## config.mk

```make
export PLATFORM = sky130hd
export DESIGN_NAME = barcode_symbol_value_decoder_core_flat
export DESIGN_NICKNAME = d
export VERILOG_FILES = /design/src/bsvd_pkg.sv /design/src/bsvd_if.sv /design/src/bsvd_decoder.sv /design/src/bsvd_serializer.sv /design/src/barcode_symbol_value_decoder_core.sv /design/src/flat_wrapper.sv
export SDC_FILE = /design/constraint.sdc
export NUM_CORES = 1
export LEC_CHECK = 0
export CAP_MARGIN = 20
export CELL_PAD_IN_SITES_DETAIL_PLACEMENT = 0
export CELL_PAD_IN_SITES_GLOBAL_PLACEMENT = 1
export CORE_MARGIN = 3
export CORE_UTILIZATION = 55
export CTS_CLUSTER_SIZE = 12
export DETAILED_ROUTE_END_ITERATION = 8
export DONT_BUFFER_PORTS = 1
export HOLD_SLACK_MARGIN = 0.06
export PLACE_DENSITY_LB_ADDON = 0.1
export SLEW_MARGIN = 20
export SYNTH_ARGS = -nofsm -noshare
export SYNTH_HDL_FRONTEND = slang
export SYNTH_SLANG_ARGS = --single-unit
export TNS_END_PERCENT = 100
```

## constraint.sdc

```tcl
create_clock -name clk_i -period 14.85 [get_ports clk_i]
set_input_delay 1.485 -clock clk_i [delete_from_list [all_inputs] [get_ports clk_i]]
set_output_delay 1.485 -clock clk_i [all_outputs]
set_load 0.03 [all_outputs]
```

## src/bsvd_pkg.sv

```systemverilog
`timescale 1ns / 1ps
// Shared types, codes and constants of the barcode symbol value decoder.
package bsvd_pkg;

  localparam int unsigned CodeW = 7;
  localparam int unsigned CharW = 8;
  localparam int unsigned HeldN = 3;

  // symbol values with a fixed meaning
  localparam logic [CodeW-1:0] CV_SHIFT  = 7'd98;
  localparam logic [CodeW-1:0] CV_CODE_C = 7'd99;
  localparam logic [CodeW-1:0] CV_FNC4_B = 7'd100;
  localparam logic [CodeW-1:0] CV_FNC4_A = 7'd101;
  localparam logic [CodeW-1:0] CV_FNC1   = 7'd102;
  localparam logic [CodeW-1:0] CV_START_A = 7'd103;
  localparam logic [CodeW-1:0] CV_START_C = 7'd105;
  localparam logic [CodeW-1:0] CV_STOP   = 7'd106;

  localparam logic [CharW-1:0] CH_GS = 8'd29;

  typedef enum logic [1:0] {
    ST_OK       = 2'd0,
    ST_CHECKSUM = 2'd1,
    ST_FORMAT   = 2'd2,
    ST_EMPTY    = 2'd3
  } status_e;

  typedef enum logic {
    KIND_CHAR   = 1'b0,
    KIND_STATUS = 1'b1
  } kind_e;

  // all results of one transaction
  typedef struct packed {
    logic [HeldN-1:0][CharW-1:0] chars;
    logic [1:0]                  nchar;
    logic                        has_status;
    status_e                     status;
  } bundle_t;

  typedef struct packed {
    logic busy;
    logic done;
  } ser_stat_t;

endpackage

```

## src/bsvd_if.sv

```systemverilog
`timescale 1ns / 1ps
// Valid/ready channel interfaces for symbol values and decoded results.
interface bsvd_code_if;
  logic       valid;
  logic       ready;
  logic [6:0] code_value;

  modport source (output valid, output code_value, input ready);
  modport sink (input valid, input code_value, output ready);
endinterface

interface bsvd_result_if;
  logic       valid;
  logic       ready;
  logic       kind;
  logic [7:0] char_value;
  logic [1:0] status;
  logic       last;

  modport source (output valid, output kind, output char_value, output status,
                  output last, input ready);
  modport sink (input valid, input kind, input char_value, input status,
                input last, output ready);
endinterface

```

## src/bsvd_decoder.sv

```systemverilog
`timescale 1ns / 1ps
// Symbol state tracking, character generation and mod-103 checksum.
module bsvd_decoder
  import bsvd_pkg::*;
(
  input  logic             clk_i,
  input  logic             rst_ni,
  input  logic             gs1_mode_i,
  input  logic             code_valid_i,
  input  logic [CodeW-1:0] code_i,
  input  logic             advance_i,
  output logic             has_results_o,
  output bundle_t          bundle_o
);

  typedef enum logic [1:0] {
    SET_A = 2'd0,
    SET_B = 2'd1,
    SET_C = 2'd2
  } code_set_e;

  // x < 10609: floor(x * 10181 / 2^20) equals floor(x / 103)
  function automatic logic [6:0] mod103(input logic [13:0] x);
    logic [27:0] p;
    logic [6:0]  q;
    logic [13:0] r;
    p = 28'(x) * 28'd10181;
    q = p[26:20];
    r = x - 14'(q) * 14'd103;
    return r[6:0];
  endfunction

  function automatic logic [3:0] div10(input logic [6:0] x);
    logic [14:0] p;
    p = 15'(x) * 15'd205;
    return p[14:11];
  endfunction

  logic             in_symbol_q, in_symbol_d;
  code_set_e        code_set_q, code_set_d;
  logic             up_latch_q, up_latch_d;
  logic             up_shift_q, up_shift_d;
  logic             shift_pend_q, shift_pend_d;
  logic [6:0]       wsum_q, wsum_d;
  logic [6:0]       pos_q, pos_d;
  logic [6:0]       latest_q, latest_d;
  logic [13:0]      prod_q, prod_d;
  logic [1:0]       held_cnt_q, held_cnt_d;
  logic             held_prn_q, held_prn_d;
  logic             text_ne_q, text_ne_d;
  logic [CharW-1:0] held_q [HeldN];
  logic [CharW-1:0] held_d [HeldN];

  always_comb begin
    logic             tne;
    logic             is_a;
    logic             hold_up;
    logic             fnc1;
    logic             fnc4;
    logic [6:0]       base;
    logic [6:0]       pos_n;
    logic [3:0]       tens;
    logic [6:0]       ones;

    in_symbol_d  = in_symbol_q;
    code_set_d   = code_set_q;
    up_latch_d   = up_latch_q;
    up_shift_d   = up_shift_q;
    shift_pend_d = shift_pend_q;
    wsum_d       = wsum_q;
    pos_d        = pos_q;
    latest_d     = latest_q;
    prod_d       = prod_q;
    held_cnt_d   = held_cnt_q;
    held_prn_d   = held_prn_q;
    text_ne_d    = text_ne_q;
    for (int i = 0; i < HeldN; i++) begin
      held_d[i] = held_q[i];
      bundle_o.chars[i] = held_q[i];
    end
    bundle_o.nchar      = 2'd0;
    bundle_o.has_status = 1'b0;
    bundle_o.status     = ST_OK;

    tne     = text_ne_q | (held_cnt_q != 2'd0);
    is_a    = (code_set_q == SET_A);
    hold_up = 1'b0;
    fnc1    = 1'b0;
    fnc4    = 1'b0;
    base    = 7'd0;
    pos_n   = (pos_q >= 7'd103) ? 7'd1 : pos_q + 7'd1;
    tens    = div10(code_i);
    ones    = code_i - 7'(tens) * 7'd10;

    if (!in_symbol_q) begin
      if (code_i >= CV_START_A && code_i <= CV_START_C) begin
        in_symbol_d  = 1'b1;
        code_set_d   = code_set_e'(2'(code_i - CV_START_A));
        up_latch_d   = 1'b0;
        up_shift_d   = 1'b0;
        shift_pend_d = 1'b0;
        wsum_d       = code_i - CV_START_A;
        pos_d        = 7'd0;
        latest_d     = 7'd0;
        prod_d       = 14'd0;
        held_cnt_d   = 2'd0;
        held_prn_d   = 1'b0;
        text_ne_d    = 1'b0;
      end
    end else if (code_i == CV_STOP) begin
      bundle_o.has_status = 1'b1;
      if (wsum_q != latest_q) begin
        bundle_o.status = ST_CHECKSUM;
      end else if (!held_prn_q) begin
        bundle_o.nchar  = held_cnt_q;
        bundle_o.status = tne ? ST_OK : ST_EMPTY;
      end else begin
        bundle_o.status = text_ne_q ? ST_OK : ST_EMPTY;
      end
      in_symbol_d = 1'b0;
      held_cnt_d  = 2'd0;
    end else if (code_i >= CV_START_A) begin
      bundle_o.has_status = 1'b1;
      bundle_o.status     = ST_FORMAT;
      in_symbol_d         = 1'b0;
      held_cnt_d          = 2'd0;
    end else begin
      bundle_o.nchar = held_cnt_q;
      text_ne_d      = tne;
      wsum_d         = mod103(14'(wsum_q) + prod_q);
      pos_d          = pos_n;
      latest_d       = code_i;
      prod_d         = 14'(pos_n) * 14'(code_i);
      shift_pend_d   = 1'b0;
      held_prn_d     = 1'b0;
      held_cnt_d     = 2'd0;

      if (code_set_q == SET_A || code_set_q == SET_B) begin
        if (is_a && code_i < 7'd64) begin
          base    = code_i + 7'd32;
          hold_up = 1'b1;
        end else if (is_a && code_i < 7'd96) begin
          base    = code_i - 7'd64;
          hold_up = 1'b1;
        end else if (!is_a && code_i < 7'd96) begin
          base    = code_i + 7'd32;
          hold_up = 1'b1;
        end else if (code_i == CV_FNC1) begin
          fnc1 = 1'b1;
        end else if (code_i == CV_SHIFT) begin
          shift_pend_d = 1'b1;
          code_set_d   = is_a ? SET_B : SET_A;
        end else if (code_i == CV_CODE_C) begin
          code_set_d = SET_C;
        end else if (code_i == (is_a ? CV_FNC4_A : CV_FNC4_B)) begin
          fnc4 = 1'b1;
        end else if (code_i == CV_FNC4_A || code_i == CV_FNC4_B) begin
          code_set_d = is_a ? SET_B : SET_A;
        end
      end else begin
        if (code_i < 7'd100) begin
          held_d[0]  = 8'h30 + 8'(tens);
          held_d[1]  = 8'h30 + 8'(ones);
          held_cnt_d = 2'd2;
          held_prn_d = 1'b1;
        end else if (code_i == CV_FNC1) begin
          fnc1 = 1'b1;
        end else if (code_i == CV_FNC4_A) begin
          code_set_d = SET_A;
        end else begin
          code_set_d = SET_B;
        end
      end

      if (hold_up) begin
        held_d[0]  = {(up_shift_q != up_latch_q), base};
        held_cnt_d = 2'd1;
        held_prn_d = 1'b1;
        up_shift_d = 1'b0;
      end

      if (fnc4) begin
        if (up_shift_q) begin
          up_latch_d = !up_latch_q;
          up_shift_d = 1'b0;
        end else begin
          up_shift_d = 1'b1;
        end
      end

      if (fnc1 && gs1_mode_i) begin
        if (!tne) begin
          held_d[0]  = 8'h5D;
          held_d[1]  = 8'h43;
          held_d[2]  = 8'h31;
          held_cnt_d = 2'd3;
        end else begin
          held_d[0]  = CH_GS;
          held_cnt_d = 2'd1;
        end
      end

      if (shift_pend_q) begin
        code_set_d = (code_set_d == SET_A) ? SET_B : SET_A;
      end
    end
  end

  assign has_results_o = code_valid_i && (bundle_o.has_status || bundle_o.nchar != 2'd0);

  always_ff @(posedge clk_i or negedge rst_ni) begin
    if (!rst_ni) begin
      in_symbol_q  <= 1'b0;
      code_set_q   <= SET_A;
      up_latch_q   <= 1'b0;
      up_shift_q   <= 1'b0;
      shift_pend_q <= 1'b0;
      wsum_q       <= 7'd0;
      pos_q        <= 7'd0;
      latest_q     <= 7'd0;
      prod_q       <= 14'd0;
      held_cnt_q   <= 2'd0;
      held_prn_q   <= 1'b0;
      text_ne_q    <= 1'b0;
    end else if (advance_i) begin
      in_symbol_q  <= in_symbol_d;
      code_set_q   <= code_set_d;
      up_latch_q   <= up_latch_d;
      up_shift_q   <= up_shift_d;
      shift_pend_q <= shift_pend_d;
      wsum_q       <= wsum_d;
      pos_q        <= pos_d;
      latest_q     <= latest_d;
      prod_q       <= prod_d;
      held_cnt_q   <= held_cnt_d;
      held_prn_q   <= held_prn_d;
      text_ne_q    <= text_ne_d;
    end
  end

  always_ff @(posedge clk_i) begin
    if (advance_i) begin
      for (int i = 0; i < HeldN; i++) begin
        held_q[i] <= held_d[i];
      end
    end
  end

endmodule

```

## src/bsvd_serializer.sv

```systemverilog
`timescale 1ns / 1ps
// Result register that hands out a transaction's results one per cycle while the receiver is ready.
module bsvd_serializer
  import bsvd_pkg::*;
(
  input  logic      clk_i,
  input  logic      rst_ni,
  input  logic      load_i,
  input  bundle_t   bundle_i,
  output ser_stat_t stat_o,
  bsvd_result_if.source result_out
);

  bundle_t    bundle_q;
  logic       valid_q;
  logic [1:0] idx_q;
  logic [2:0] last_idx;
  logic       is_char;
  logic       is_last;
  logic       pop;

  assign last_idx = 3'(bundle_q.nchar) + 3'(bundle_q.has_status) - 3'd1;
  assign is_char  = idx_q < bundle_q.nchar;
  assign is_last  = ({1'b0, idx_q} == last_idx);
  assign pop      = valid_q && result_out.ready;

  always_comb begin
    case (idx_q)
      2'd0:    result_out.char_value = bundle_q.chars[0];
      2'd1:    result_out.char_value = bundle_q.chars[1];
      2'd2:    result_out.char_value = bundle_q.chars[2];
      default: result_out.char_value = '0;
    endcase
    if (!is_char) begin
      result_out.char_value = '0;
    end
  end

  assign result_out.valid  = valid_q;
  assign result_out.kind   = is_char ? KIND_CHAR : KIND_STATUS;
  assign result_out.status = is_char ? ST_OK : bundle_q.status;
  assign result_out.last   = is_last;

  assign stat_o.busy = valid_q;
  assign stat_o.done = pop && is_last;

  always_ff @(posedge clk_i or negedge rst_ni) begin
    if (!rst_ni) begin
      valid_q <= 1'b0;
      idx_q   <= 2'd0;
    end else if (load_i) begin
      valid_q <= 1'b1;
      idx_q   <= 2'd0;
    end else if (pop && is_last) begin
      valid_q <= 1'b0;
    end else if (pop) begin
      idx_q <= idx_q + 2'd1;
    end
  end

  always_ff @(posedge clk_i) begin
    if (load_i) begin
      bundle_q <= bundle_i;
    end
  end

endmodule

```

## src/barcode_symbol_value_decoder_core.sv

```systemverilog
`timescale 1ns / 1ps
// Top level of the barcode symbol value decoder.
//
// Symbol values enter an input register; combinational decode logic updates the
// symbol state (code set, shifts, FNC4 latch, mod-103 checksum) and loads all
// results of that transaction into the output register, which hands them out
// one per cycle while the receiver is ready: up to three text characters
// followed, on a stop or a stray start value, by one status. A transaction
// holds the output until its last result leaves, so the input takes one
// value per cycle only while each yields at most one result and the output
// is ready. One value can be taken while a result waits at the output. The
// user must write gs1_mode with cfg_we_i only while no transaction is in
// flight; the block itself does not enforce this.
module barcode_symbol_value_decoder_core
  import bsvd_pkg::*;
(
  input  logic clk_i,
  input  logic rst_ni,
  input  logic cfg_we_i,
  input  logic cfg_wdata_i,
  bsvd_code_if.sink     code_in,
  bsvd_result_if.source result_out
);

  logic             gs1_mode_q;
  logic [CodeW-1:0] code_q;
  logic             code_valid_q;
  logic             has_results;
  logic             advance;
  logic             load;
  bundle_t          bundle;
  ser_stat_t        ser_stat;

  assign advance = code_valid_q && (!has_results || !ser_stat.busy || ser_stat.done);
  assign load    = advance && has_results;
  assign code_in.ready = !code_valid_q || advance;

  always_ff @(posedge clk_i or negedge rst_ni) begin
    if (!rst_ni) begin
      gs1_mode_q   <= 1'b0;
      code_valid_q <= 1'b0;
    end else begin
      if (cfg_we_i) begin
        gs1_mode_q <= cfg_wdata_i;
      end
      if (code_in.valid && code_in.ready) begin
        code_valid_q <= 1'b1;
      end else if (advance) begin
        code_valid_q <= 1'b0;
      end
    end
  end

  always_ff @(posedge clk_i) begin
    if (code_in.valid && code_in.ready) begin
      code_q <= code_in.code_value;
    end
  end

  bsvd_decoder u_decoder (
    .clk_i         (clk_i),
    .rst_ni        (rst_ni),
    .gs1_mode_i    (gs1_mode_q),
    .code_valid_i  (code_valid_q),
    .code_i        (code_q),
    .advance_i     (advance),
    .has_results_o (has_results),
    .bundle_o      (bundle)
  );

  bsvd_serializer u_serializer (
    .clk_i      (clk_i),
    .rst_ni     (rst_ni),
    .load_i     (load),
    .bundle_i   (bundle),
    .stat_o     (ser_stat),
    .result_out (result_out)
  );

  // output register is only reloaded once its last result leaves
  assert property (@(posedge clk_i) disable iff (!rst_ni)
    load |-> (!ser_stat.busy || ser_stat.done))
    else $error("result bundle overwritten while results pending");

  // a held value stays put until the decoder takes it
  assert property (@(posedge clk_i) disable iff (!rst_ni)
    (code_valid_q && !advance) |=> (code_valid_q && $stable(code_q)))
    else $error("pending symbol value lost");

  // after the final result of a transaction, output idles unless reloaded
  assert property (@(posedge clk_i) disable iff (!rst_ni)
    (ser_stat.done && !load) |=> !result_out.valid)
    else $error("results repeated after last");

  // a status result always closes its transaction
  assert property (@(posedge clk_i) disable iff (!rst_ni)
    (result_out.valid && result_out.kind == KIND_STATUS) |-> result_out.last)
    else $error("status result not marked last");

endmodule
```

## src/flat_wrapper.sv

```systemverilog
// flat-port wrapper written by rule: the top's interface ports become plain ports
module barcode_symbol_value_decoder_core_flat import bsvd_pkg::*;
  (clk_i, rst_ni, cfg_we_i, cfg_wdata_i, code_in_valid, code_in_code_value, code_in_ready, result_out_valid, result_out_kind, result_out_char_value, result_out_status, result_out_last, result_out_ready);
  bsvd_code_if code_in_i ();
  bsvd_result_if result_out_i ();
  input  logic clk_i;
  input  logic rst_ni;
  input  logic cfg_we_i;
  input  logic cfg_wdata_i;
  input wire logic [$bits(code_in_i.valid)-1:0] code_in_valid;
  input wire logic [$bits(code_in_i.code_value)-1:0] code_in_code_value;
  output wire logic [$bits(code_in_i.ready)-1:0] code_in_ready;
  output wire logic [$bits(result_out_i.valid)-1:0] result_out_valid;
  output wire logic [$bits(result_out_i.kind)-1:0] result_out_kind;
  output wire logic [$bits(result_out_i.char_value)-1:0] result_out_char_value;
  output wire logic [$bits(result_out_i.status)-1:0] result_out_status;
  output wire logic [$bits(result_out_i.last)-1:0] result_out_last;
  input wire logic [$bits(result_out_i.ready)-1:0] result_out_ready;
  assign code_in_i.valid = code_in_valid;
  assign code_in_i.code_value = code_in_code_value;
  assign code_in_ready = code_in_i.ready;
  assign result_out_valid = result_out_i.valid;
  assign result_out_kind = result_out_i.kind;
  assign result_out_char_value = result_out_i.char_value;
  assign result_out_status = result_out_i.status;
  assign result_out_last = result_out_i.last;
  assign result_out_i.ready = result_out_ready;
  barcode_symbol_value_decoder_core u_core (.clk_i(clk_i), .rst_ni(rst_ni), .cfg_we_i(cfg_we_i), .cfg_wdata_i(cfg_wdata_i), .code_in(code_in_i), .result_out(result_out_i));
endmodule
```

# Word level (Yosys, flattened, before mapping)
# Memories as Yosys holds them, arrays and structs flattened.
# Index checks and enable logic that the tools add are counted.
dict set report classes {
  n_addsub 12
  multipliers 5
  div_mod_pow 0
  magnitude_cmp 7
  eq_ne 19
  n_shift 0
  muxes 145
  bitwise 1
  reduce_logical 36
}
# op count
set ops {}
lappend ops {{$mux W7} 17}
lappend ops {{$mux W24} 4}
lappend ops {{$mux W2} 39}
lappend ops {{$mux W1} 72}
lappend ops {{$mux W14} 4}
lappend ops {{$mux W16} 3}
lappend ops {{$eq A7 B7 Y1 const B} 6}
lappend ops {{$mul A14 B14 Y27 const B} 1}
lappend ops {{$pmux W8 S3} 1}
lappend ops {{$lt A7 B7 Y1 const B} 3}
lappend ops {{$mux W8} 2}
lappend ops {{$mul A7 B8 Y15 const B} 1}
lappend ops {{$add A7 B14 Y14} 1}
lappend ops {{$ge A7 B7 Y1 const B} 2}
lappend ops {{$mul A7 B7 Y14} 1}
lappend ops {{$sub A7 B7 Y7} 2}
lappend ops {{$sub A7 B7 Y7 const B} 2}
lappend ops {{$reduce_bool A2 Y1} 6}
lappend ops {{$logic_and A1 B1 Y1} 11}
lappend ops {{$mux W5} 2}
lappend ops {{$add A6 B7 Y8 const A} 1}
lappend ops {{$add A6 B4 Y7 const A} 1}
lappend ops {{$add A7 B1 Y7 const B} 1}
lappend ops {{$add A7 B6 Y7 const B} 1}
lappend ops {{other kinds (25)} 41}
dict set report totals {
  register_bits 86
  latch_bits 0
  mem_bits_rw 24
  mem_bits_ro 0
  input_bits 13
  memories 1
}
# name depth width rd rd_ports_with_merged_regs wr line_no
set memory_table {}
lappend memory_table {u_core.u_decoder.held_q 3 8 3 0 3 bsvd_decoder.sv:51} ;# logic [CharW-1:0] held_q [HeldN];

# Depth between registers and ports, before layout
# Gate-level depths: netlist of the first run.
dict set report depth {
  ltp_word 20
  ltp_mapped 42
}

# By module
# A second synthesis of the first run with hierarchy kept.
dict set report hier_totals {
  cells_unflattened 1204
  area_unflattened_um2 11785.1
}
# module instances cells_each area_each_um2 seq_area_each_um2
set by_module_without_submodules {}
lappend by_module_without_submodules {bsvd_decoder 1 1102 10144.7 1606.5}
lappend by_module_without_submodules {bsvd_serializer 1 85 1316.3 945.9}
lappend by_module_without_submodules {barcode_symbol_value_decoder_core 1 17 324.1 260.2}

# Least setup slack after synthesis of the first run
# Ideal clock, no wire load.
dict set report synth_path {
  path_kind {reg-to-reg}
  from {reg u_core.u_decoder.wsum_q[0]}
  to {reg u_core.u_decoder.wsum_q[6]}
  t_arrival_ns 9.787
  t_required_ns 14.724
  setup_slack_ns 4.937
  stages_incl_launch_ff 42
  cell_sequence {dfrtp_1 > ha_1 > fa_1 > a21o_1 > a21oi_2 > o21bai_1 > a21oi_2 > nor2b_1 > o21ai_0 > nor2_1 > xor2_1 > inv_1 > fa_1 > inv_1 > ha_1 > fa_1 > inv_1 > fa_1 > (+6 left out) > nand3_2 > a31oi_1 > a21oi_1 > xnor2_1 > and2_1 > fa_1 > ha_1 > fa_1 > inv_1 > ha_1 > inv_1 > o21bai_1 > a21oi_1 > xnor2_1 > xnor2_1 > xnor2_2 > xnor2_1 > a221o_1}
}
dict set report synth_via {
  elab_chain_len 12
  elab_cells_between_ends 19
}
# item line_no
set synth_rtl {}
lappend synth_rtl {{start, declared} bsvd_decoder.sv:44} ;# logic [6:0] wsum_q, wsum_d;
lappend synth_rtl {{start signal, assigned} bsvd_decoder.sv:231} ;# wsum_q <= wsum_d;
lappend synth_rtl {{branches (longest 12 deep; another with $mul A14 B14 Y27)} n/a}
# Parallel ways; which one is timed is not known. The select of a mux whose other input is x is not followed.
# A chain may end at the register's enable or synchronous reset.

# Final worst setup path of the first run
# Same ends and word-level chain as after synthesis.

==> out/qor.yml, run 1 <==
status: "finished clean"
cts.path.max_buffers: 2
rr_startpoint: "u_core.u_decoder.wsum_q[0]"
startpoint_type: "register"
synth_fa_ha_area_share_pct: 40.8
post-synth-top-count-cell: "ha_1"
wirelength_mm: 24.4
layout.nets: 1481
synth_area_leader_cell: "ha_1"
globalRouteOverflowTotal: 0
pre_cts_ws_ns: 4.05
grt_util_met1_pct: 35.3
via_per_inst: 5.51
yosys_warnings: 0
port-buffer-count: 0
synthCells: 1166
worstMarginPinSlew_ns: 0.960
cts_resized: 0
cap_violations: 0
crit_path_top_delay_cell: "fa_1"
ys_seq_area_share_pct: 22.5
drt_first_pass_iters: 5
die_h_um: 150
num-fill-cells: 1862
ys_ff_latch: 94
required_ns: 15.09
ys.flop_type: "dfrtp_1"
hp-start: "u_core.u_decoder.held_q[0][4]"
post_cts_buffers: 0
rr_endpoint: "u_core.u_decoder.wsum_q[6]"
cts.sinks: 94
cp-end-kind: "register"
io_pins: 27
grt_max_degree: 51
antenna_left: 0
synth_compound_area_share_pct: 11.2
wl_per_cell_um: 17.1
hold_viol: 0
fin_ws_ns: 4.04
fin_crit_sh_pct: 72.8
ctsHoldBuffers: 0
met3_usage_pct: 3.16
diodes: 0
synth_top_area_share_pct: 23.5
floorplan.die_area_um2: 22500
finalSetupTns_ns: 0
synth_cell_types: 72
grt_pass1_vias: 8040
synth_xor_area_share_pct: 6.86
multi_input_area_um2: 8020
drc_errors: 0
slew_headroom_pct: 35.4
drt_iter0_drc: 421
synth_top_family_by_area: "adder cells"
cpPeakStageDelay_ns: 0.58
drive_above_1_share_pct: 4.14
clkTransAtPathRegs_ns: 0.08
initial_core_util_pct: 56.3
rsz0062_at_grt: "no"
netlist_top_cells_count: "ha_1, inv_1, fa_1"
synth_nets: 1492
synthMuxAreaShare_pct: 0.361
dr_total_vias: 7884
cpMostUsedCell: "ha_1"
num_rows: 52
r2r_cells: 41
worstHoldPathCells: 0
finalSetupViolCount: 0
layout_min_cycle_time_ns: 10.81
skew_ns: 0.00918
dp_hpwl_mm: 19.9
grt_pass1_wl_mm: 41.3
die_w_um: 150
async_reset_ff_share_pct: 53.2
crit_type: "register to register"
numCtsBuffers: 9
grt_use_total_pct: 23.2
antenna_found_initial: 0
core_um2: 20300
syn_area_per_cell_um2: 9.80
r2r_slack_ns: 4.04
areaGrowthSynthToFinish_pct: 5.03
htree_levels: 3
synth_edf_count: 44
gp_congestion: 0.879
dp_cells: 1414
holdPathEnd: "u_core.u_serializer.bundle_q[9]"
synth_area_leaders: "ha_1, fa_1, edfxtp_1, dfrtp_1, inv_1"
synth_area_um2: 11400
cts_tree: "done"
clockRootBuffer: "clkbuf_16"
fmax_mhz: 92.5
clkLatencyLatePin_ns: 0.36
grt_busiest_layer: "met2"
fin_cells: 1430
final_core_util_pct: 59.1
cp.arrival_ns: 11.04
slew_viol_final: 0
regArea_um2: 2570
synth-simple-area-share_pct: 11.0
grtUsageMet2_pct: 35.9
hold_class: "register to register"
cp_max_fo: 6
==> layout by cell type, fill, tap and decap left out, types with 5 or more instances in the layout <==
| cell | count |
|---|---|
| ha_1 | 215 |
| inv_1 | 188 |
| fa_1 | 98 |
| nand2_1 | 97 |
| nor2_1 | 58 |
| xnor2_1 | 57 |
| dfrtp_1 | 50 |
| edfxtp_1 | 44 |
| a21oi_1 | 42 |
| o21ai_0 | 30 |
| xor2_1 | 27 |
| and2_1 | 22 |
| o21ai_1 | 20 |
| nor3_1 | 19 |
| a21o_1 | 13 |
| nand3_1 | 12 |
| a22o_1 | 12 |
| nor2b_1 | 11 |
| nand4_1 | 10 |
| nand2b_1 | 9 |
| clkbuf_16 | 9 |
| o21bai_1 | 8 |
| and3_1 | 8 |
| buf_4 | 7 |
| a221o_1 | 6 |
| a211oi_1 | 5 |
| a31oi_1 | 5 |
| o41ai_1 | 5 |
| or2_2 | 5 |
| a22oi_1 | 5 |
==> registers in the layout, indices dropped and copies added, names as in the netlist <==
name,flops
u_core.code_q,7
u_core.code_valid_q,1
u_core.gs1_mode_q,1
u_core.u_decoder.code_set_q,2
u_core.u_decoder.held_cnt_q,2
u_core.u_decoder.held_prn_q,1
u_core.u_decoder.held_q,16
u_core.u_decoder.in_symbol_q,1
u_core.u_decoder.latest_q,7
u_core.u_decoder.pos_q,7
u_core.u_decoder.prod_q,14
u_core.u_decoder.shift_pend_q,1
u_core.u_decoder.text_ne_q,1
u_core.u_decoder.up_latch_q,1
u_core.u_decoder.up_shift_q,1
u_core.u_decoder.wsum_q,7
u_core.u_serializer.bundle_q,21
u_core.u_serializer.idx_q,2
u_core.u_serializer.result_out.valid,1
==> area by class of cell <==
cell class	instances	area share (%)
clock inverters	7	0.667
repair buffers	7	0.438
inverters	190	5.94
multi-input cells	853	66.8
well taps	270	2.81
flip-flops and latches	94	21.4
clock buffers	9	1.88
==> through the flow <==
step / cell area [um2] / hold slack (ns)
2_1_floorplan: 11400 / 0.400
3_3_place_gp: 11700 / 0.403
3_5_place_dp: 11700 / 0.405
4_1_cts: 12000 / 0.413
5_1_grt: 12000 / 0.423
6_report: 12000 / 0.414
==> worst max-delay path by stage <==
stage / startpoint / to / slack, ns
floorplan: u_core.u_decoder.wsum_q[0] / u_core.u_decoder.wsum_q[6] / 4.94
global placement: u_core.u_decoder.wsum_q[0] / u_core.u_decoder.wsum_q[6] / 4.27
detailed placement: u_core.u_decoder.wsum_q[0] / u_core.u_decoder.wsum_q[6] / 4.05
CTS: u_core.u_decoder.wsum_q[0] / u_core.u_decoder.wsum_q[6] / 4.01
global route: u_core.u_decoder.wsum_q[0] / u_core.u_decoder.wsum_q[6] / 3.23
finish: u_core.u_decoder.wsum_q[0] / u_core.u_decoder.wsum_q[6] / 4.04
==> per-layer routing <==
layer,routed length [um],vias up,share of wire (%)
met2,10900,109,45
met1,12400,3852,51
met4,282,0,1.2
li1,-,3899,-
met5,0,-,0
met3,789,24,3.2
==> logic make-up after synthesis <==
group / after synthesis
adders and majority gates: 314
and+or+nand+nor: 262
buffers and inverters: 219
AOI/OAI and AO/OA: 186
DFF: 94
xor gates and xnor gates: 87
muxes: 4
==> worst max-delay path, delay by kind of cell (launching register included) <==
kind | cells | cell delay, ns
compound gates | 10 | 2.14
xor+xnor | 6 | 1.37
simple gates | 6 | 1.08
fa+ha+maj | 13 | 5.17
flops | 1 | 0.41
buf+inv | 6 | 0.51
Power of run 1 is left out: the tool's default activity adds up to more than one toggle a clock period on the data nets, which glitch-free logic cannot reach.
==> run 2: changes to the inputs <==
ABC_AREA = 1   (was default)
CORE_UTILIZATION = 46   (was 55)
clock period = 9.2 ns   (was 14.85 ns; I/O delays follow)
==> run 2 against run 1 <==
Compared with the run above: sequential cell count stayed put; via count is 24% higher; die area is 28% higher; largest cell class unchanged.
==> out/qor.yml, run 2 <==
yosys_warnings: 0  # unchanged
cp-end-kind: "register"
clkTransAtPathRegs_ns: 0.07  # about the same
multi_input_area_um2: 9030  # +13%
synth_compound_area_share_pct: 9.08  # -2.1 points
initial_core_util_pct: 47.1  # -9.2 points
netlist_top_cells_count: "inv_1, nand2_1, ha_1"
largest_register_ffs: 21  # unchanged
synth_nets: 1831  # +23%
fmax_mhz: 114  # +23%
drc_errors: 0  # unchanged
num-fill-cells: 2457  # +32%
grt_pass1_wl_mm: 48.8  # +18%
drive_above_1_share_pct: 14.7  # +11 points
pre_cts_ws_ns: -0.109  # -4.16 ns
cp_max_fo: 6  # unchanged
dr_total_vias: 9741  # +24%
synth-simple-area-share_pct: 17.7  # +6.7 points
globalRouteOverflowTotal: 0  # unchanged
syn_area_per_cell_um2: 8.20  # -16%
wl_per_cell_um: 15.7  # -8.0%
cts.path.max_buffers: 2  # unchanged
cts.sinks: 94  # unchanged
synthCells: 1505  # +29%
slew_viol_final: 0  # unchanged
grt_use_total_pct: 21.2  # -2.0 points
worstMarginPinSlew_ns: 0.796  # -0.164 ns
final_area_um2: 14300  # +19%
cts_tree: "done"
numCtsBuffers: 9  # unchanged
antenna_left: 0  # unchanged
io_pins: 27  # unchanged
layout.nets: 1918  # +30%
synth_edf_count: 44  # unchanged
core_um2: 26200  # +29%
synthMuxAreaShare_pct: 0.182  # -0.18 points
fin_crit_sh_pct: 95.3  # +23 points
crit_type: "register to register"
die_w_um: 170  # +13%
startpoint_type: "register"
hold_class: "input port to asynchronous set/reset pin"
final_common_cell: "inv_1"
synth_fa_ha_area_share_pct: 37.7  # -3.1 points
floorplan.die_area_um2: 28800  # +28%
dpl-instance-area_um2: 13200  # +13%
synth_top_family_by_area: "adder cells"
cap_violations: 0  # unchanged
drt_iter0_drc: 485  # +15%
layout_min_cycle_time_ns: 8.77  # -2.03 ns
top_regs: "u_core.u_serializer.bundle_q: 21 flops, u_core.u_decoder.held_q: 16 flops, u_core.u_decoder.prod_q: 14 flops"
synth_area_um2: 12300  # +8.0%
synth_cell_types: 56  # -22%
clkLatencyLatePin_ns: 0.36  # about the same
antenna_found_initial: 0  # unchanged
status: "finished clean"
dp_hpwl_mm: 24.7  # +24%
synth_area_leaders: "ha_1, fa_1, edfxtp_1, dfrtp_1, inv_1"
grt_max_degree: 51  # unchanged
cp.arrival_ns: 9.06  # -1.98 ns
final_core_util_pct: 54.5  # -4.7 points
ys_seq_area_share_pct: 20.8  # -1.7 points
required_ns: 9.48  # -5.61 ns
fin_ws_ns: 0.428  # -3.62 ns
htree_levels: 3  # unchanged
synth_xor_area_share_pct: 3.62  # -3.2 points
gp_congestion: 0.851  # -3.1%
synth_top_area_share_pct: 21.8  # -1.8 points
skew_ns: 0.00778  # -0.00140 ns
wirelength_mm: 30.3  # +24%
top_register: "u_core.u_serializer.bundle_q"
async_reset_ff_share_pct: 53.2  # unchanged
ys.flop_type: "dfrtp_1"
grt_pass1_vias: 9661  # +20%
cpMostUsedCell: "nand2_1"
port-buffer-count: 0  # unchanged
finalSetupViolCount: 0  # unchanged
num_rows: 59  # +13%
synth_area_leader_cell: "ha_1"
regArea_um2: 2570  # unchanged
layout_common_cells: "inv_1, nand2_1, ha_1"
hold_viol: 0  # unchanged
slew_headroom_pct: 46.5  # +11 points
clockRootBuffer: "clkbuf_16"
crit_path_top_delay_cell: "fa_1"
die_h_um: 170  # +13%
drt_first_pass_iters: 5  # unchanged
ctsHoldBuffers: 0  # unchanged
finalSetupTns_ns: 0  # unchanged
areaGrowthSynthToFinish_pct: 15.6
cpPeakStageDelay_ns: 0.57  # about the same
diodes: 0  # unchanged
post-synth-top-count-cell: "inv_1"
via_per_inst: 5.04  # -8.5%
ys_ff_latch: 94  # unchanged
[run 2: changes by cell type in the layout (fill, tap and decap cells not counted), sizes merged, moves of 9 or more]
cell / change
nand2b: -9
inv: +126
o21ai: +12
nand2: +211
nor2: +58
a21o: -10
a22o: -10
a21oi: +19
and2: -20
buf: +89
o22ai: +11
nand3: +40
nor2b: -11
xnor2: -39
[run 2: per-layer routing]
layer	track usage [%]	share of wire, %	up-vias
li1	-	-	4983
met1	32.4	51	4605
met2	32.6	44	135
met3	3.41	4.4	18
met4	2.84	0.68	0
met5	0	0	-
[run 2: layout make-up]
| class | count | share of cell area, % |
|---|---|---|
| repair buffers | 96 | 5.19 |
| well taps | 335 | 2.94 |
| clock inverters | 7 | 0.526 |
| flip-flops and latches | 94 | 18.0 |
| inverters | 321 | 8.46 |
| clock buffers | 9 | 1.58 |
| multi-input cells | 1070 | 63.3 |
[run 2: what timing repair did]
item                                    4_1_cts  5_1_grt
pin swaps                                     5       58
buffers inserted                              2       16
endpoints found under the setup margin        1        5
gates resized for setup                       7       85
cloned                                        0        0
endpoints found under the hold margin         0        0
[run 2: cells by family (layout without fill, tap and decap cells)]
family	count (synthesis)	after routing
fa+ha+maj	313	313
simple gates	520	520
mux	2	2
xor+xnor	51	51
flops	94	94
compound gates	184	184
buf+inv	341	433
[run 2: worst max-delay path, delay by kind of cell, from the launching register on]
| kind | cells | cell delay [ns] |
|---|---|---|
| compound gates | 3 | 0.61 |
| xor+xnor | 3 | 0.55 |
| buf+inv | 9 | 0.73 |
| simple gates | 21 | 1.91 |
| fa+ha+maj | 12 | 4.46 |
| flops | 1 | 0.44 |
[run 2: path summary, 6_finish.rpt]
check,endpoint,cells after the start,from,slack [ns]
hold reg to reg,u_core.u_serializer.bundle_q[7],0,u_core.u_decoder.held_q[0][2],0.43
max in group asynchronous,u_core.u_decoder.up_shift_q,0,rst_ni,8.80
setup reg to reg,u_core.u_decoder.wsum_q[6],48,u_core.u_decoder.prod_q[3],0.43
setup / recovery,u_core.u_decoder.wsum_q[6],48,u_core.u_decoder.prod_q[3],0.43
hold / removal,u_core.u_decoder.pos_q[4],0,rst_ni,0.25
min in group clk_i,u_core.u_serializer.bundle_q[7],0,u_core.u_decoder.held_q[0][2],0.43
[run 2: stage by stage]
stage / hold WS (ns) / cells
3_5_place_dp: 0.411 / 1899
6_report: 0.255 / 1932
3_3_place_gp: 0.405 / 1899
4_1_cts: 0.240 / 1917
2_1_floorplan: 0.400 / 1505
5_1_grt: 0.237 / 1932
Power of run 2 is left out for the same reason.
==> run 3: changes to the inputs <==
SYNTH_HIERARCHICAL = 1   (was default)
==> run 3 against run 2 <==
Compared with the run above: global-route usage grew 0.58 points; sequential cell count grew 8; setup slack lost 0.11 ns; highest routed layer unchanged; synthesized cell count grew 2.1%.
==> out/qor.yml, run 3 <==
status: "finished clean"
grt_max_degree: 51  # unchanged
fin_crit_sh_pct: 96.5  # +1.2 points
clockRootBuffer: "clkbuf_16"
htree_levels: 3  # unchanged
areaGrowthSynthToFinish_pct: 15.7  # about the same
async_reset_ff_share_pct: 49.0  # -4.2 points
globalRouteOverflowTotal: 0  # unchanged
synth_top_area_share_pct: 21.1  # -0.67 points
crit_path_top_delay_cell: "fa_1"
synth_area_leaders: "ha_1, fa_1, edfxtp_1, dfrtp_1, inv_1"
cts.sinks: 102  # +8.5%
grt_pass1_wl_mm: 50.7  # +3.9%
wirelength_mm: 32.1  # +5.6%
synth_edf_count: 52  # +18%
cp_max_fo: 5  # -1
post-synth-top-count-cell: "inv_1"
dr_total_vias: 10000  # +2.7%
cp-end-kind: "register"
fmax_mhz: 113  # -1.2%
ys_seq_area_share_pct: 22.1  # +1.2 points
netlist_top_cells_count: "inv_1, nand2_1, ha_1"
final_core_util_pct: 54.4  # -0.080 points
layout.nets: 1934  # +0.83%
clkTransAtPathRegs_ns: 0.08  # about the same
drt_first_pass_iters: 6  # +1
synth_cell_types: 60  # +7.1%
floorplan.die_area_um2: 29700  # +3.1%
dpl-instance-area_um2: 13600  # +2.5%
wl_per_cell_um: 16.1  # +2.8%
ys_ff_latch: 102  # +8.5%
final_area_um2: 14700  # +3.3%
ctsHoldBuffers: 0  # unchanged
num_rows: 60  # +1.7%
fin_cells: 1985  # +2.7%
cts.path.max_buffers: 2  # unchanged
die_h_um: 172  # +1.5%
cpPeakStageDelay_ns: 0.54  # -0.03 ns
initial_core_util_pct: 47.0  # -0.10 points
top_regs: "u_core/u_serializer/bundle_q: 29 flops, u_core/u_decoder/held_q: 16 flops, u_core/u_decoder/prod_q: 14 flops"
diodes: 0  # unchanged
cpMostUsedCell: "nand2_1"
num-fill-cells: 2536  # +3.2%
ys.flop_type: "edfxtp_1"
skew_ns: 0.0134  # +0.00558 ns
grt_pass1_vias: 9744  # +0.86%
crit_type: "register to register"
syn_area_per_cell_um2: 8.29  # +1.0%
hold_class: "input port to asynchronous set/reset pin"
final_common_cell: "inv_1"
core_um2: 27100  # +3.4%
synth_area_um2: 12700  # +3.2%
antenna_found_initial: 0  # unchanged
clkLatencyLatePin_ns: 0.36  # about the same
grt_use_total_pct: 21.8  # +0.58 points
drive_above_1_share_pct: 15.8  # +1.2 points
startpoint_type: "register"
slew_headroom_pct: 42.3  # -4.2 points
layout_common_cells: "inv_1, nand2_1, ha_1"
largest_register_ffs: 29  # +38%
required_ns: 9.49  # about the same
drc_errors: 0  # unchanged
finalSetupViolCount: 0  # unchanged
yosys_warnings: 6  # +6
antenna_left: 0  # unchanged
port-buffer-count: 0  # unchanged
synth_area_leader_cell: "ha_1"
cts_tree: "done"
layout_min_cycle_time_ns: 8.88  # +0.106 ns
hold_viol: 0  # unchanged
cp.arrival_ns: 9.17  # +0.11 ns
dp_hpwl_mm: 25.6  # +3.6%
via_per_inst: 5.04  # about the same
io_pins: 27  # unchanged
numCtsBuffers: 9  # unchanged
slew_viol_final: 0  # unchanged
worstMarginPinSlew_ns: 0.864  # +0.0674 ns
die_w_um: 172  # +1.5%
cap_violations: 0  # unchanged
top_register: "u_core/u_serializer/bundle_q"
dp_cells: 1957  # +3.1%
gp_congestion: 0.861  # +1.1%
synthCells: 1537  # +2.1%
drt_iter0_drc: 585  # +21%
## run 3: cells by family (layout without fill, tap and decap cells)
logic type      after synthesis  count (layout)  share of synthesized area (%)
simple gates                537             537                           18.2
buf+inv                     347             417                           11.0
fa+ha+maj                   313             313                           36.5
compound gates              190             190                           8.94
flops                       102             102                           22.1
xor+xnor                     46              46                           3.28
other cells                   2               8                         0.0589
## run 3: metrics by stage
step / setup slack (ns) / hold WS [ns] / TNS, ns
6_report: 0.321 / 0.252 / 0
5_1_grt: -0.152 / 0.228 / -0.152
4_1_cts: 0.0299 / 0.238 / 0
3_5_place_dp: -0.0120 / 0.405 / -0.0120
3_3_place_gp: 0.0573 / 0.405 / 0
2_1_floorplan: 0.220 / 0.400 / 0
## run 3: critical path, delay by kind of cell, from the launching register on
family          cells  cell delay (ns)
fa+ha+maj          13             4.45
compound gates      5             0.71
simple gates       26             2.25
buf+inv             7             0.58
xor+xnor            2             0.38
flops               1             0.44
## run 3: final timing paths
kind	start	end	slack, ns	depth (start not counted)
worst min register to register	u_core/u_decoder/held_q[0][4]	u_core/u_serializer/bundle_q[9]	0.42	0
worst max-delay path	u_core/u_decoder/wsum_q[4]	u_core/u_decoder/wsum_q[6]	0.32	53
min in group clk_i	u_core/u_decoder/held_q[0][4]	u_core/u_serializer/bundle_q[9]	0.42	0
worst min-delay path	rst_ni	u_core/u_decoder/prod_q[1]	0.25	0
max in group asynchronous	rst_ni	u_core/u_serializer/idx_q[1]	8.84	0
worst max register to register	u_core/u_decoder/wsum_q[4]	u_core/u_decoder/wsum_q[6]	0.32	53
## run 3: what timing repair did
| action | CTS | global route |
|---|---|---|
| pin swaps | 0 | 54 |
| gates resized for setup | 2 | 119 |
| gates cloned | 0 | 0 |
| setup buffers | 1 | 12 |
| endpoints found under the setup margin | 1 | 3 |
## run 3: final cells by class
type                    instances  area, um2  area share, %
multi-input cells            1094       9320           63.3
clock buffers                   9        225           1.53
clock inverters                 7       81.3          0.552
flip-flops and latches        102       2810           19.1
inverters                     318       1190           8.10
well taps                     372        465           3.16
repair buffers                 83        634           4.30
## run 3: routing by layer
metal  GRT usage (%)  vias up  share of wire [%]
met5               0        -                  0
met4            3.68        0                1.1
met3            2.93       22                3.6
met2            32.6      132                 43
met1            34.0     4798                 52
li1                -     5048                  -
Power of run 3 is left out for the same reason.
